===== config.mk =====
export PLATFORM = sky130hd
export DESIGN_NAME = overlapping_substring_scanner
export DESIGN_NICKNAME = d
export VERILOG_FILES = /design/src/sv/oss_pkg.sv /design/src/sv/overlapping_substring_scanner.sv /design/src/sv/oss_window.sv
export SDC_FILE = /design/constraint.sdc
export NUM_CORES = 1
export LEC_CHECK = 0
export BUFFER_PORTS_ARGS = -buffer_cell sky130_fd_sc_hd__buf_2
export CORE_ASPECT_RATIO = 0.75
export CORE_MARGIN = 2
export CORE_UTILIZATION = 55
export CTS_CLUSTER_DIAMETER = 30
export CTS_CLUSTER_SIZE = 40
export DETAILED_ROUTE_END_ITERATION = 7
export PLACE_DENSITY_LB_ADDON = 0.15
export SLEW_MARGIN = 20
export SYNTH_ARGS = -nofsm -noshare
export SYNTH_HDL_FRONTEND = slang
export SYNTH_SLANG_ARGS = --single-unit

===== constraint.sdc =====
create_clock -name clk -period 7.55 [get_ports clk]
set_input_delay 1.51 -clock clk [delete_from_list [all_inputs] [get_ports clk]]
set_output_delay 1.51 -clock clk [all_outputs]
set_load 0.1 [all_outputs]

===== src/sv/oss_pkg.sv =====
`timescale 1ns / 1ps
// oss_pkg: shared types and constants for the overlapping substring scanner.
// No dependencies; used by every module of the block.
package oss_pkg;

	localparam int PATTERN_W = 64;   // pattern register, 8 bytes
	localparam int LENGTH_W  = 4;    // pattern length register
	localparam int ORDINAL_W = 24;   // running match count
	localparam int BYTE_W    = 8;
	localparam int CMD_W     = 2;
	localparam int INDEX_W   = 2;    // configuration register index

	// configuration register indexes
	localparam logic [INDEX_W-1:0] REG_PATTERN = 2'd0;
	localparam logic [INDEX_W-1:0] REG_LENGTH  = 2'd1;
	localparam logic [INDEX_W-1:0] REG_CASE    = 2'd2;

	// input command codes; code 3 is unused and ignored
	typedef enum logic [CMD_W-1:0] {
		CMD_TEXT  = 2'd0,
		CMD_EOL   = 2'd1,
		CMD_START = 2'd2
	} cmd_t;

	// window update request from the top level
	typedef struct packed {
		logic              shift;
		logic              clear;
		logic [BYTE_W-1:0] data;
	} win_ctl_t;

	// pattern setup seen by the compare
	typedef struct packed {
		logic [PATTERN_W-1:0] pattern;
		logic [LENGTH_W-1:0]  used_len;   // already clamped to 1..PATTERN_MAX
		logic                 match_case;
	} pat_cfg_t;

endpackage


===== src/sv/overlapping_substring_scanner.sv =====
`timescale 1ns / 1ps
// overlapping_substring_scanner: top level, input stage, counters, result register.
// Depends on oss_pkg and oss_window.
//
// Channel  Dir  Signals                        Beat carries
// s_*      in   s_tvalid s_tready s_tdata/user text byte, command
// m_*      out  m_tvalid m_tready m_tdata      line, start column, ordinal
// cfg_*    in   cfg_we cfg_index cfg_data      pattern, length, case flag
//
// One beat per cycle sustained while no result is stalled. Each beat passes
// the input register, then window compare and counters into the result
// register; the 8-byte window compare and counter logic lie in between.
// Reset clears the window, counters and pipeline valids and loads the
// register defaults (length 1, case folding on).
// A stalled result holds the whole pipe; s_tready drops only while a result
// waits and a further beat is already held in the input register.
module overlapping_substring_scanner #(
	parameter int PATTERN_MAX = 8,
	parameter int COLUMN_BITS = 16,
	parameter int LINE_BITS   = 20
) (
	input  logic                          clk,
	input  logic                          arst_n,
	// input stream
	input  logic                          s_tvalid,
	output logic                          s_tready,
	input  logic [oss_pkg::BYTE_W-1:0]    s_tdata,   // [7:0] text_byte
	input  logic [oss_pkg::CMD_W-1:0]     s_tuser,   // [1:0] command
	// result stream
	output logic                          m_tvalid,
	input  logic                          m_tready,
	// match_line, match_column, match_ordinal, zero pad
	output logic [((LINE_BITS + COLUMN_BITS + oss_pkg::ORDINAL_W + 7) / 8) * 8 - 1:0] m_tdata,
	// configuration writes
	input  logic                          cfg_we,
	input  logic [oss_pkg::INDEX_W-1:0]   cfg_index,
	input  logic [oss_pkg::PATTERN_W-1:0] cfg_data
);

	localparam int RES_W    = LINE_BITS + COLUMN_BITS + oss_pkg::ORDINAL_W;
	localparam int M_DATA_W = ((RES_W + 7) / 8) * 8;

	localparam logic [COLUMN_BITS-1:0]         COL_MAX   = '1;
	localparam logic [LINE_BITS-1:0]           LINE_MAX  = '1;
	localparam logic [oss_pkg::ORDINAL_W-1:0]  TOTAL_MAX = '1;

	// configuration registers
	logic [oss_pkg::PATTERN_W-1:0] pattern_q;
	logic [oss_pkg::LENGTH_W-1:0]  length_q;
	logic                          case_q;

	// input stage
	logic                          valid_s1;
	logic [oss_pkg::CMD_W-1:0]     cmd_s1;
	logic [oss_pkg::BYTE_W-1:0]    byte_s1;

	// line state
	logic [COLUMN_BITS-1:0]        fill_q;
	logic [LINE_BITS-1:0]          line_q;
	logic [oss_pkg::ORDINAL_W-1:0] total_q;

	// result register
	logic                          out_valid_q;
	logic [LINE_BITS-1:0]          out_line_q;
	logic [COLUMN_BITS-1:0]        out_col_q;
	logic [oss_pkg::ORDINAL_W-1:0] out_ord_q;

	logic                          advance;
	logic                          do_text;
	logic                          do_eol;
	logic                          do_start;
	logic [oss_pkg::LENGTH_W-1:0]  used_len;
	logic [COLUMN_BITS-1:0]        fill_nx;
	logic [COLUMN_BITS-1:0]        col_nx;
	logic                          win_hit;
	logic                          found;
	oss_pkg::win_ctl_t             win_ctl;
	oss_pkg::pat_cfg_t             pat_cfg;

	// pipe moves whenever the result register is free or being drained
	assign advance  = !out_valid_q || m_tready;
	assign s_tready = !valid_s1 || advance;

	always_comb begin
		do_text  = 1'b0;
		do_eol   = 1'b0;
		do_start = 1'b0;
		if (valid_s1 && advance) begin
			case (cmd_s1)
				oss_pkg::CMD_TEXT:  do_text  = 1'b1;
				oss_pkg::CMD_EOL:   do_eol   = 1'b1;
				oss_pkg::CMD_START: do_start = 1'b1;
				default:            ;   // unused code: no effect
			endcase
		end
	end

	// clamp pattern length to 1..PATTERN_MAX
	always_comb begin
		used_len = length_q;
		if (length_q == '0) begin
			used_len = oss_pkg::LENGTH_W'(1);
		end else if (length_q > oss_pkg::LENGTH_W'(PATTERN_MAX)) begin
			used_len = oss_pkg::LENGTH_W'(PATTERN_MAX);
		end
	end

	assign pat_cfg = '{pattern: pattern_q, used_len: used_len, match_case: case_q};
	assign win_ctl = '{shift: do_text, clear: do_eol | do_start, data: byte_s1};

	oss_window #(
		.PATTERN_MAX (PATTERN_MAX)
	) u_window (
		.clk    (clk),
		.arst_n (arst_n),
		.ctl    (win_ctl),
		.cfg    (pat_cfg),
		.hit    (win_hit)
	);

	// column count after this byte, saturating; start column pins at max
	assign fill_nx = (fill_q == COL_MAX) ? fill_q : fill_q + 1'b1;
	assign col_nx  = (fill_nx == COL_MAX) ? COL_MAX
	                                      : fill_nx - COLUMN_BITS'(used_len);
	assign found   = do_text && win_hit && (fill_nx >= COLUMN_BITS'(used_len));

	// configuration port
	always_ff @(posedge clk or negedge arst_n) begin
		if (!arst_n) begin
			pattern_q <= '0;
			length_q  <= oss_pkg::LENGTH_W'(1);
			case_q    <= 1'b0;
		end else if (cfg_we) begin
			case (cfg_index)
				oss_pkg::REG_PATTERN: pattern_q <= cfg_data;
				oss_pkg::REG_LENGTH:  length_q  <= cfg_data[oss_pkg::LENGTH_W-1:0];
				oss_pkg::REG_CASE:    case_q    <= cfg_data[0];
				default:              ;
			endcase
		end
	end

	// input register
	always_ff @(posedge clk or negedge arst_n) begin
		if (!arst_n) begin
			valid_s1 <= 1'b0;
		end else if (s_tready) begin
			valid_s1 <= s_tvalid;
		end
	end

	always_ff @(posedge clk) begin
		if (s_tready && s_tvalid) begin
			cmd_s1  <= s_tuser;
			byte_s1 <= s_tdata;
		end
	end

	// line, column and match counters
	always_ff @(posedge clk or negedge arst_n) begin
		if (!arst_n) begin
			fill_q  <= '0;
			line_q  <= '0;
			total_q <= '0;
		end else if (do_start) begin
			fill_q  <= '0;
			line_q  <= '0;
			total_q <= '0;
		end else if (do_eol) begin
			fill_q <= '0;
			if (line_q != LINE_MAX) begin
				line_q <= line_q + 1'b1;
			end
		end else if (do_text) begin
			fill_q <= fill_nx;
			if (found && total_q != TOTAL_MAX) begin
				total_q <= total_q + 1'b1;
			end
		end
	end

	// result register
	always_ff @(posedge clk or negedge arst_n) begin
		if (!arst_n) begin
			out_valid_q <= 1'b0;
		end else if (advance) begin
			out_valid_q <= found;
		end
	end

	always_ff @(posedge clk) begin
		if (found) begin
			out_line_q <= line_q;
			out_col_q  <= col_nx;
			out_ord_q  <= total_q;
		end
	end

	assign m_tvalid = out_valid_q;
	assign m_tdata  = M_DATA_W'({out_ord_q, out_col_q, out_line_q});

endmodule


===== src/sv/oss_window.sv =====
`timescale 1ns / 1ps
// oss_window: byte window of the current line and the parallel pattern compare.
// Depends on oss_pkg.
module oss_window #(
	parameter int PATTERN_MAX = 8
) (
	input  logic               clk,
	input  logic               arst_n,
	input  oss_pkg::win_ctl_t  ctl,
	input  oss_pkg::pat_cfg_t  cfg,
	output logic               hit    // pattern matches the window after this shift
);

	logic [oss_pkg::BYTE_W-1:0] win_q  [PATTERN_MAX];
	logic [oss_pkg::BYTE_W-1:0] win_nx [PATTERN_MAX];
	logic [PATTERN_MAX-1:0]     eq;

	function automatic logic [oss_pkg::BYTE_W-1:0] fold(
		input logic [oss_pkg::BYTE_W-1:0] c,
		input logic                       mc
	);
		logic [oss_pkg::BYTE_W-1:0] r;
		r = c;
		if (!mc && c >= 8'h61 && c <= 8'h7A) begin
			r = c - 8'h20;
		end
		return r;
	endfunction

	// entry 0 is the newest byte
	always_comb begin
		win_nx[0] = ctl.data;
		for (int k = 1; k < PATTERN_MAX; k++) begin
			win_nx[k] = win_q[k-1];
		end
	end

	// eq[m-1]: the m newest bytes equal the first m pattern bytes
	always_comb begin
		for (int m = 1; m <= PATTERN_MAX; m++) begin
			eq[m-1] = 1'b1;
			for (int k = 0; k < m; k++) begin
				if (fold(cfg.pattern[8*k +: 8], cfg.match_case)
				    != fold(win_nx[m-1-k], cfg.match_case)) begin
					eq[m-1] = 1'b0;
				end
			end
		end
	end

	always_comb begin
		hit = 1'b0;
		for (int m = 1; m <= PATTERN_MAX; m++) begin
			if (cfg.used_len == oss_pkg::LENGTH_W'(m)) begin
				hit = eq[m-1];
			end
		end
	end

	always_ff @(posedge clk or negedge arst_n) begin
		if (!arst_n) begin
			for (int k = 0; k < PATTERN_MAX; k++) begin
				win_q[k] <= '0;
			end
		end else if (ctl.clear) begin
			for (int k = 0; k < PATTERN_MAX; k++) begin
				win_q[k] <= '0;
			end
		end else if (ctl.shift) begin
			for (int k = 0; k < PATTERN_MAX; k++) begin
				win_q[k] <= win_nx[k];
			end
		end
	end

endmodule


==> results of run 1 <==
## flip-flops by register name, indices dropped and copies added, names as in the netlist, 2 cells and up
register	count
pattern_q	64
byte_s1	8
line_q	20
total_q	24
out_col_q	16
fill_q	16
out_line_q	20
length_q	4
out_ord_q	24
cmd_s1	2
u_window.win_nx	56
## report_power, final
part | internal (mW) | switching [mW] | total (mW)
logic | 0.413 | 0.545 | 0.957
registers | 1.53 | 0.246 | 1.78
clock network | 1.21 | 0.711 | 1.92
total | 3.16 | 1.50 | 4.66
## cells in the mapped netlist (all sizes together), types with 53 or more instances
master  count  share of area
inv        53          0.012
nor2       66          0.016
o21ai      74          0.024
nand3      54          0.017
nand2     134          0.031
xor2      156          0.086
nand4      60          0.024
edfxtp     70           0.13
xnor2     173          0.095
buf        65          0.024
dfrtp     186           0.29
clkbuf     54          0.013
## critical path, stage by stage (launching register included)
cell	delay [ps]
dfrtp_1	470
ha_1	230
nand3_1	140
or2_2	390
or2_2	380
mux2i_1	240
inv_1	120
fa_1	460
a21o_1	180
a21oi_1	360
nand2_1	290
o41ai_1	760
nor3_2	60
buf_4	390
or2_1	310
## layer usage
| layer | wire (um) | up-vias |
|---|---|---|
| li1 | - | 5753 |
| met1 | 21500 | 6110 |
| met2 | 18900 | 551 |
| met3 | 4550 | 81 |
| met4 | 896 | 0 |
| met5 | 0 | - |
## cells in the final DEF (no fill, tap or decap), types with 6 or more instances in the layout
cell         n
a21o_1       6
a21oi_1     37
a22o_1      41
and2_1       6
and3_1      27
and4_1       7
buf_2      141
buf_4       15
clkbuf_16   46
clkbuf_8     7
clkinv_2    10
dfrtp_1    186
edfxtp_1    70
ha_1        23
inv_1       53
mux2_2      48
mux2i_1     16
nand2_1    134
nand2b_1    15
nand3_1     54
nand4_1     60
nor2_1      65
nor3_1      14
nor4_1      41
o21ai_0     67
o21bai_1     8
o21bai_2     7
o31a_1      14
o31ai_1      8
o41ai_1     12
o41ai_2     13
or2_2        6
or3_1       14
or4_1       16
xnor2_1    173
xor2_1     156
## cell type report
class,count,share of cell area
clock buffer,57,0.0689
clock inverter,24,0.0103
inverter,53,0.0109
multi-input combinational,1150,0.464
sequential,257,0.373
tap,385,0.0265
timing repair buffer,157,0.0458
## logic make-up (layout without fill, tap and decap cells)
kind of cell | Yosys count | count (layout)
simple gates | 477 | 477
compound gates | 252 | 252
fa+ha+maj | 24 | 24
xor+xnor | 329 | 329
buf+inv | 172 | 291
other cells | 1 | 4
flops | 257 | 257
mux | 64 | 64
## path summary, 6_finish.rpt
check	startpoint	end	slack, ps	depth (start not counted)
setup / recovery	fill_q[0]	m_tvalid	2610	14
hold / removal	line_q[16]	out_line_q[16]	490	0
setup reg to reg	fill_q[0]	m_tvalid	2610	14
hold reg to reg	line_q[16]	out_line_q[16]	490	0
max in group asynchronous	arst_n	u_window.win_nx[50]	4870	2
min in group asynchronous	arst_n	pattern_q[33]	1120	1
## through the flow
step	hold slack (ps)	setup WS, ps	area, um^2
floorplan	451	38.6	16000
global placement	477	2710	16700
detailed placement	483	2680	16700
CTS	498	2670	18200
global route	511	2310	18200
finish	491	2610	18200
==> summary.txt, run 1 <==
Power
  – Tot Pwr: 4.66 mW
  – PwrDens: approximately 260 nW/um^2
  – Static Leak: between 7 and 8 nW
  – Worst VDD drop: 0.174 mV

Yosys
  – Synthesized-area fraction occupied by xor and xnor cells: 0.180
  – Synth Flop Type: dfrtp_1
  – Post-synthesis mux area share: 0.0439
  – Syn_area_per_cell: 10.1 um^2
  – Synth Area in Compound Gates: 0.127
  – Async SR Flop Fraction: 0.728
  – Register area share after synthesis: 0.425
  – Warnings, synthesis: 0
  – Yosys cell types: 69
  – Post-synthesis adder-cell area fraction: 0.0193
  – Largest family of logic cells by synthesized area: XOR/XNOR gates
  – EDFF count, synth: 70
  – Mapped Area: 16000 um^2
  – Synth Register Bits: ~260
  – Simple-gate share of the synthesized area: 0.154
  – Mapped Cells: 1576

STA
  – Setup tns final: 0 ps
  – Rel. slew slack: 0.237
  – Tcrit/Tclk final: 0.654
  – # setup viols final: 0
  – Worst Tran Pin Value: 1130 ps
  – Minimum clock period: 4940 ps
  – Max Slew Vio Count: 0
  – Fmax: 203 MHz
  – Final hold vios: 0
  – Skew final: 13.3 ps
  – RSZ-0062 raised after global routing: no

GRT
  – Grt peak-use layer: met1
  – Met3 Track Usage GR: 0.0800
  – Largest net degree at the start of global routing: 115
  – Total GRT Usage: 0.304
  – GRT met1 Usage: 0.457
  – Global-route wire length before repair: 70800 um
  – Number of global-route vias before repair: 11900
  – Initial antenna violation count: 0
  – Grt total ovfl: 0
  – Met2 Use GR: 0.431

Drt
  – Routed vias: 12500
  – Routed length per instance: 22.0 um
  – TritonRoute pass-1 iters: 5
  – Final wirelength: 45800 um
  – Via density: 6.00
  – ANT nets after route: 0
  – DRC: 0
  – Initial drt markers: 1246

Layout
  – Area taken by multi-input logic gates: 8440 um^2
  – Final Util: 0.642
  – N_diodes: 0
  – Post-route insts no fill: 2083
  – Area grow syn2layout: 13.8%
  – NumNets Final: 1769
  – FF/Latch Area: slightly below 7000 um^2
  – Fillers: 2330
  – Fraction of layout cells with a size suffix above 1: 0.197

Clock network
  – Post-CTS sizing: 0
  – Hold buffers post-CTS: 0
  – Worst-Skew Late Latency: between 500 and 600 ps
  – CTS buffer count: 45
  – Clock tree buffer depth: 3
  – Root Buffer: clkbuf_16
  – Clk sinks: 257
  – Reg clk slew, reported paths: 60 ps
  – Post-CTS setup buffer count: 0
  – H-Tree Depth: 2
  – CTS tree: built

Setup path
  – CP Max Fanout: 61
  – Req. time, crit path: 7970 ps
  – WP data arrival: 5360 ps
  – Setup crit end kind: flop
  – Crit Path Class: reg -> reg
  – Critical Path Source Type: flop

Place
  – Detailed placement HPWL: between 30000 and 40000 um
  – Dpl cells: roughly 2000
  – Port Buffers: 142
  – GPL Wtd Cong: roughly 0.99

Floorplan
  – Cell Rows: 53
  – Die ar.: 30400 um^2
  – Initial Util: 0.564
  – Die Y-Extent: 152 um
  – I/O pins: 147
  – Die X: 201 um
  – Placeable Area: 28300 um^2

Status
  – Outcome: finished, final reports clean

Run
  – Max_cap viols: 0

Min path
  – Worst hold path type: reg -> reg
Note: power is estimated with default switching activity, not from simulation.
==> inputs of run 2 (changes only) <==
Settings changed: CORE_UTILIZATION 55 to 60.
Clock period 7.55 ns to 4.8 ns, I/O delays scaled along.
==> run 2 against run 1 <==
  * Setup slack got worse by 2300 ps
  * Register-to-register slack got worse by 2300 ps
  * Cell count rose by 0.82%
  * Utilization rose by 7.1 points
  * Design area rose by 2.1%
  * Fmax rose by 11%
  * Sequential share of layout area fell by 0.76 points
  * Non-clock buffer count rose by 62
  * Clock power rose by 54%
  * Critical path type unchanged
  * Largest cell class unchanged
  * Highest routed layer unchanged
==> summary.txt, run 2 (synthesized netlist as in run 1, its figures left out) <==
Setup path
  – CP Max Fanout: 14
  – Top Family by Delay on Critical Path: simple AND/OR/NAND/NOR gates
  – Worst Setup SP: fill_q[0]
  – Setup crit end kind: flop
  – CP cell instances: ha_1 -> nand3_1 -> or2_2 -> or2_2 -> mux2i_1 -> inv_1 -> fa_1 -> a21o_1 -> a21oi_1 -> nand2_1 -> o41a_1 -> nand2_1 -> nor2_1 -> buf_4 -> nand3_1 -> mux2_2
  – CP Depth: 16
  – R2R depth: 16
  – Reg-to-Reg Start: fill_q[0]
  – Crit Path Class: reg -> reg
  – Worst path slowest cell: o41a_1
  – WP buf/inv: 2
  – WP data arrival: 4850 ps
  – Critical Path Source Type: flop
  – CP peak stage delay: around 480 ps
  – Req. time, crit path: 5210 ps

Layout
  – Area grow syn2layout: 16.2%
  – Commonest non-fill, non-tap cell in the layout: dfrtp_1
  – Finished Cell Area: 18600 um^2
  – Most flops, register: pattern_q
  – Commonest non-fill, non-tap cells in the layout: dfrtp_1, xnor2_1, xor2_1
  – NumNets Final: 1829
  – Fraction of layout cells with a size suffix above 1: 0.222
  – Fillers: 1960
  – Max reg flops: 64

Clock network
  – Clk sinks: 257
  – Post-CTS sizing: 0
  – Hold buffers post-CTS: 0
  – CTS buffer count: 43
  – Clock tree buffer depth: 3
  – Worst-Skew Late Latency: around 550 ps
  – H-Tree Depth: 2
  – Reg clk slew, reported paths: about 50 ps
  – Post-CTS setup buffer count: 0
  – CTS tree: built
  – Root Buffer: clkbuf_16

Drt
  – Final wirelength: 46800 um
  – Initial drt markers: 1463
  – Routed vias: 13000
  – Via density: about 6.2
  – TritonRoute pass-1 iters: 6
  – Routed length per instance: 22.3 um
  – DRC: 0
  – ANT nets after route: 0

GRT
  – Global-route wire length before repair: ~73000 um
  – Initial antenna violation count: 1
  – Grt total ovfl: 0
  – Number of global-route vias before repair: 12600
  – Largest net degree at the start of global routing: 125
  – Total GRT Usage: 0.342

Floorplan
  – Initial Util: 0.613
  – Die X: 192 um
  – Die ar.: between 20000 and 30000 um^2
  – Placeable Area: 26000 um^2
  – I/O pins: roughly 150
  – Die Y-Extent: 145 um
  – Cell Rows: between 50 and 60

STA
  – Max Slew Vio Count: 0
  – Worst Tran Pin Value: 1120 ps
  – Final hold vios: 0
  – RSZ-0062 raised after global routing: no
  – Tcrit/Tclk final: 0.926
  – Minimum clock period: between 4000 and 5000 ps
  – Fmax: about 230 MHz
  – Skew final: 28.4 ps
  – Rel. slew slack: 0.248
  – # setup viols final: 0
  – Setup tns final: 0 ps

Status
  – Outcome: finished, final reports clean

Power
  – Clock power frac: 0.400
  – PwrDens: ~400 nW/um^2
  – Switch Pwr: 2.37 mW
  – Static Leak: 7.73 nW
  – Sequential Power Share: 0.363
  – Sw Share: 0.320
  – Int Power: 5.03 mW
  – Comb pwr share: 0.237
  – Worst VDD drop: 0.496 mV

Place
  – Dpl cell area: 17200 um^2
  – Port Buffers: around 140
  – Detailed placement HPWL: approximately 34000 um
  – GPL Wtd Cong: between 1 and 1.5

Min path
  – Worst hold path type: in -> async

Run
  – Max_cap viols: 0
==> run 2: cell count changes in the layout (fill, tap and decap cells not counted), moves of 2 or more <==
cell	before	now
clkinvlp_4	5	7
buf_4	15	76
clkinv_1	0	2
clkbuf_16	46	43
clkinv_2	10	7
clkinv_4	4	1
bufinv_16	1	3
inv_6	4	1
==> run 2: final timing paths <==
check                                  to  slack, ps
max in group asynchronous     length_q[0]       3200
max                           total_q[20]        360
max reg2reg                   total_q[20]        360
min in group clk           out_line_q[16]        480
min reg2reg                out_line_q[16]        480
min                         pattern_q[20]        420
==> run 2: stage by stage <==
stage	util	total power [mW]	instances	setup slack (ps)	hold WS [ps]
floorplan	-	3.87	1579	57.1	451
detailed placement	0.659	4.41	2023	416	481
finish	0.713	7.40	2100	357	425
global placement	0.659	4.38	2023	541	482
CTS	0.713	7.38	2099	389	488
global route	0.713	7.69	2099	119	508
==> run 2: per-layer routing <==
layer | up-vias | share of wire | GRT usage
met2 | 709 | 0.40 | 0.459
li1 | 5876 | - | -
met3 | 105 | 0.12 | 0.108
met1 | 6323 | 0.45 | 0.525
met5 | - | 0 | 0
met4 | 0 | 0.025 | 0.0924
==> run 2: area by class of cell <==
cell class / count / area (um^2) / share of cell area
Inverter: 53 / 199 / 0.0107
Timing Repair Buffer: 219 / 1310 / 0.0707
Sequential cell: 257 / 6780 / 0.366
Clock buffer: 55 / 1180 / 0.0637
Clock inverter: 21 / 203 / 0.0109
Tap cell: 344 / 430 / 0.0232
Antenna cell: 1 / 2.50 / 0.000135
Multi-Input combinational cell: 1150 / 8450 / 0.455
==> run 2: power groups by stage <==
stage	registers, mW	clock network, mW	logic, mW
after floorplan	2.58	0	1.28
after global placement	2.70	0	1.68
after detailed placement	2.71	0	1.70
after CTS	2.67	2.99	1.72
after global routing	2.69	3.11	1.89
final	2.68	2.96	1.75
==> inputs of run 3 (changes only) <==
Settings changed: ABC_AREA from default to 1, CORE_UTILIZATION 60 to 57, HOLD_SLACK_MARGIN from default to 0.06.
==> run 3 against run 2 <==
  * Sequential power rose by 4%
  * Critical endpoint is now total_q[15]
  * Critical path type unchanged
  * Critical path depth rose by 7
  * Hold slack barely moved
==> summary.txt, run 3 <==
STA
  – Final WS setup: roughly 460 ps
  – RSZ-0062 raised after global routing: no
  – Fmax: 231 MHz
  – Rel. slew slack: 0.301
  – Max Slew Vio Count: 0
  – Worst Tran Pin Value: 1050 ps
  – Setup tns final: 0 ps
  – WHS: 425 ps
  – # setup viols final: 0
  – Skew final: 18.3 ps
  – Minimum clock period: 4340 ps
  – Final hold vios: 0
  – Tcrit/Tclk final: 0.904

Layout
  – NumNets Final: 2421
  – Commonest non-fill, non-tap cells in the layout: nand2_1, nor2_1, inv_1
  – Fraction of layout cells with a size suffix above 1: 0.137
  – N_diodes: 0
  – Most flops, register: pattern_q
  – Fillers: 2253
  – FF/Latch Area: 6780 um^2
  – Max reg flops: 64
  – Post-route insts no fill: about 2700
  – Area taken by multi-input logic gates: between 8000 and 9000 um^2
  – Area grow syn2layout: 15.0%
  – Finished Cell Area: ~19000 um^2
  – Commonest non-fill, non-tap cell in the layout: nand2_1
  – Final Util: 0.672

Yosys
  – Syn_area_per_cell: between 7 and 8 um^2
  – Yosys top cell by area: dfrtp_1
  – Most frequent cells after synthesis: nand2_1, nor2_1, inv_1
  – Largest cells by area after synthesis: dfrtp_1, edfxtp_1, nand2_1
  – EDFF count, synth: 70
  – Top-count cell post-synth: nand2_1
  – Share of the synthesized area in the top cell type: 0.282
  – Register area share after synthesis: 0.411
  – Mapped Cells: 2200
  – Warnings, synthesis: 0
  – Synth Register Bits: 257
  – Synth Flop Type: dfrtp_1
  – Async SR Flop Fraction: 0.728
  – Yosys cell types: 49
  – Mapped Area: 16500 um^2

Floorplan
  – Die X: 200 um
  – Placeable Area: 28200 um^2
  – Cell Rows: 53
  – Initial Util: 0.584
  – Die ar.: 30300 um^2
  – Die Y-Extent: around 150 um
  – I/O pins: 147

Power
  – Tot Pwr: 7.98 mW
  – PwrDens: 420 nW/um^2
  – Sw Share: 0.361
  – Comb pwr share: 0.236
  – Sequential Power Share: 0.351
  – Switch Pwr: 2.88 mW
  – Int Power: 5.10 mW
  – Static Leak: 8.70 nW
  – Clock power frac: 0.413
  – Worst VDD drop: 0.291 mV

Drt
  – TritonRoute pass-1 iters: 8
  – Routed vias: 16900
  – Via density: 6.16
  – Final wirelength: 63900 um
  – Initial drt markers: 2416
  – ANT nets after route: 0
  – DRC: 0
  – Routed length per instance: 23.3 um

Clock network
  – Clk sinks: 257
  – CTS buffer count: 47
  – Clock tree buffer depth: 3
  – CTS tree: built
  – H-Tree Depth: 2
  – Reg clk slew, reported paths: around 60 ps
  – Root Buffer: clkbuf_16
  – Post-CTS sizing: 0
  – Worst-Skew Late Latency: 570 ps
  – Post-CTS setup buffer count: 0
  – Hold buffers post-CTS: 0

Place
  – Dpl cells: 2652
  – Port Buffers: 142
  – Detailed placement HPWL: 46600 um
  – Dpl cell area: 17400 um^2
  – GPL Wtd Cong: 1.07
  – DP Worst Slack: ~640 ps

Setup path
  – Crit Path Class: reg -> reg
  – Setup crit end kind: flop
  – Reg-to-Reg Start: fill_q[0]
  – WP data arrival: 4780 ps
  – Critical Path Source Type: flop
  – Worst Setup SP: fill_q[0]
  – Req. time, crit path: 5240 ps
  – CP Max Fanout: 25

GRT
  – Largest net degree at the start of global routing: 81
  – Initial antenna violation count: 0
  – Grt total ovfl: 0
  – Global-route wire length before repair: 95900 um
  – Total GRT Usage: 0.421
  – Number of global-route vias before repair: roughly 16000

Status
  – Outcome: finished, final reports clean

Run
  – Max_cap viols: 0

Min path
  – Worst hold path type: in -> async
run 3: final cells by class:
| class | count | area share |
|---|---|---|
| flip-flops and latches | 257 | 0.357 |
| inverters | 245 | 0.0484 |
| multi-input cells | 1605 | 0.440 |
| repair buffers | 160 | 0.0463 |
| clock inverters | 31 | 0.0165 |
| well taps | 385 | 0.0254 |
| clock buffers | 56 | 0.0665 |
run 3: kinds of logic (layout without fill, tap and decap cells):
| logic type | after synthesis | count (layout) | share of synthesized area |
|---|---|---|---|
| AND/OR/NAND/NOR | 1135 | 1135 | 0.295 |
| buffers and inverters | 341 | 492 | 0.0851 |
| flip-flops | 257 | 257 | 0.411 |
| AO/OA/AOI/OAI | 253 | 253 | 0.0865 |
| XOR/XNOR | 172 | 172 | 0.0922 |
| adder cells (fa/ha/maj) | 24 | 24 | 0.0186 |
| multiplexers | 17 | 17 | 0.0116 |
| other | 1 | 4 | 0.000227 |
run 3: worst max-delay path, cell delays in order (launching register included):
cell,delay [ps]
dfrtp_1,450
ha_1,230
nand2_2,80
nor2_4,110
nand3_2,110
nor2_4,140
inv_1,80
nor2_4,240
xor2_1,300
ha_1,220
inv_1,60
fa_1,400
nand3_1,100
nand2_1,70
nor2_1,160
nand2_2,80
nor2_1,190
nand2_1,110
nor2_2,160
nor2_2,90
nand3_4,290
nand2_4,280
nand2_1,170
nand2_1,70
run 3: path summary, 6_finish.rpt:
check	end	slack (ps)	cells past startpoint
min	pattern_q[3]	420	1
max reg2reg	total_q[15]	460	23
min in group clk	out_line_q[5]	470	0
max	total_q[15]	460	23
min reg2reg	out_line_q[5]	470	0
max in group asynchronous	pattern_q[47]	3410	2
run 3: power groups by stage:
| stage | clock network, mW | registers, mW | logic, mW |
|---|---|---|---|
| 6_report | 3.30 | 2.80 | 1.88 |
| 5_1_grt | 3.39 | 2.80 | 2.03 |
| 4_1_cts | 3.28 | 2.77 | 1.82 |
| 3_5_place_dp | 0 | 2.81 | 1.79 |
| 3_3_place_gp | 0 | 2.80 | 1.75 |
| 2_1_floorplan | 0 | 2.70 | 1.28 |
run 3: per-layer routing:
layer  GRT usage  wire length [um]
met1       0.605             26100
met2       0.593             26000
met3       0.155             10300
met4       0.111              1440
met5      0.0260               104
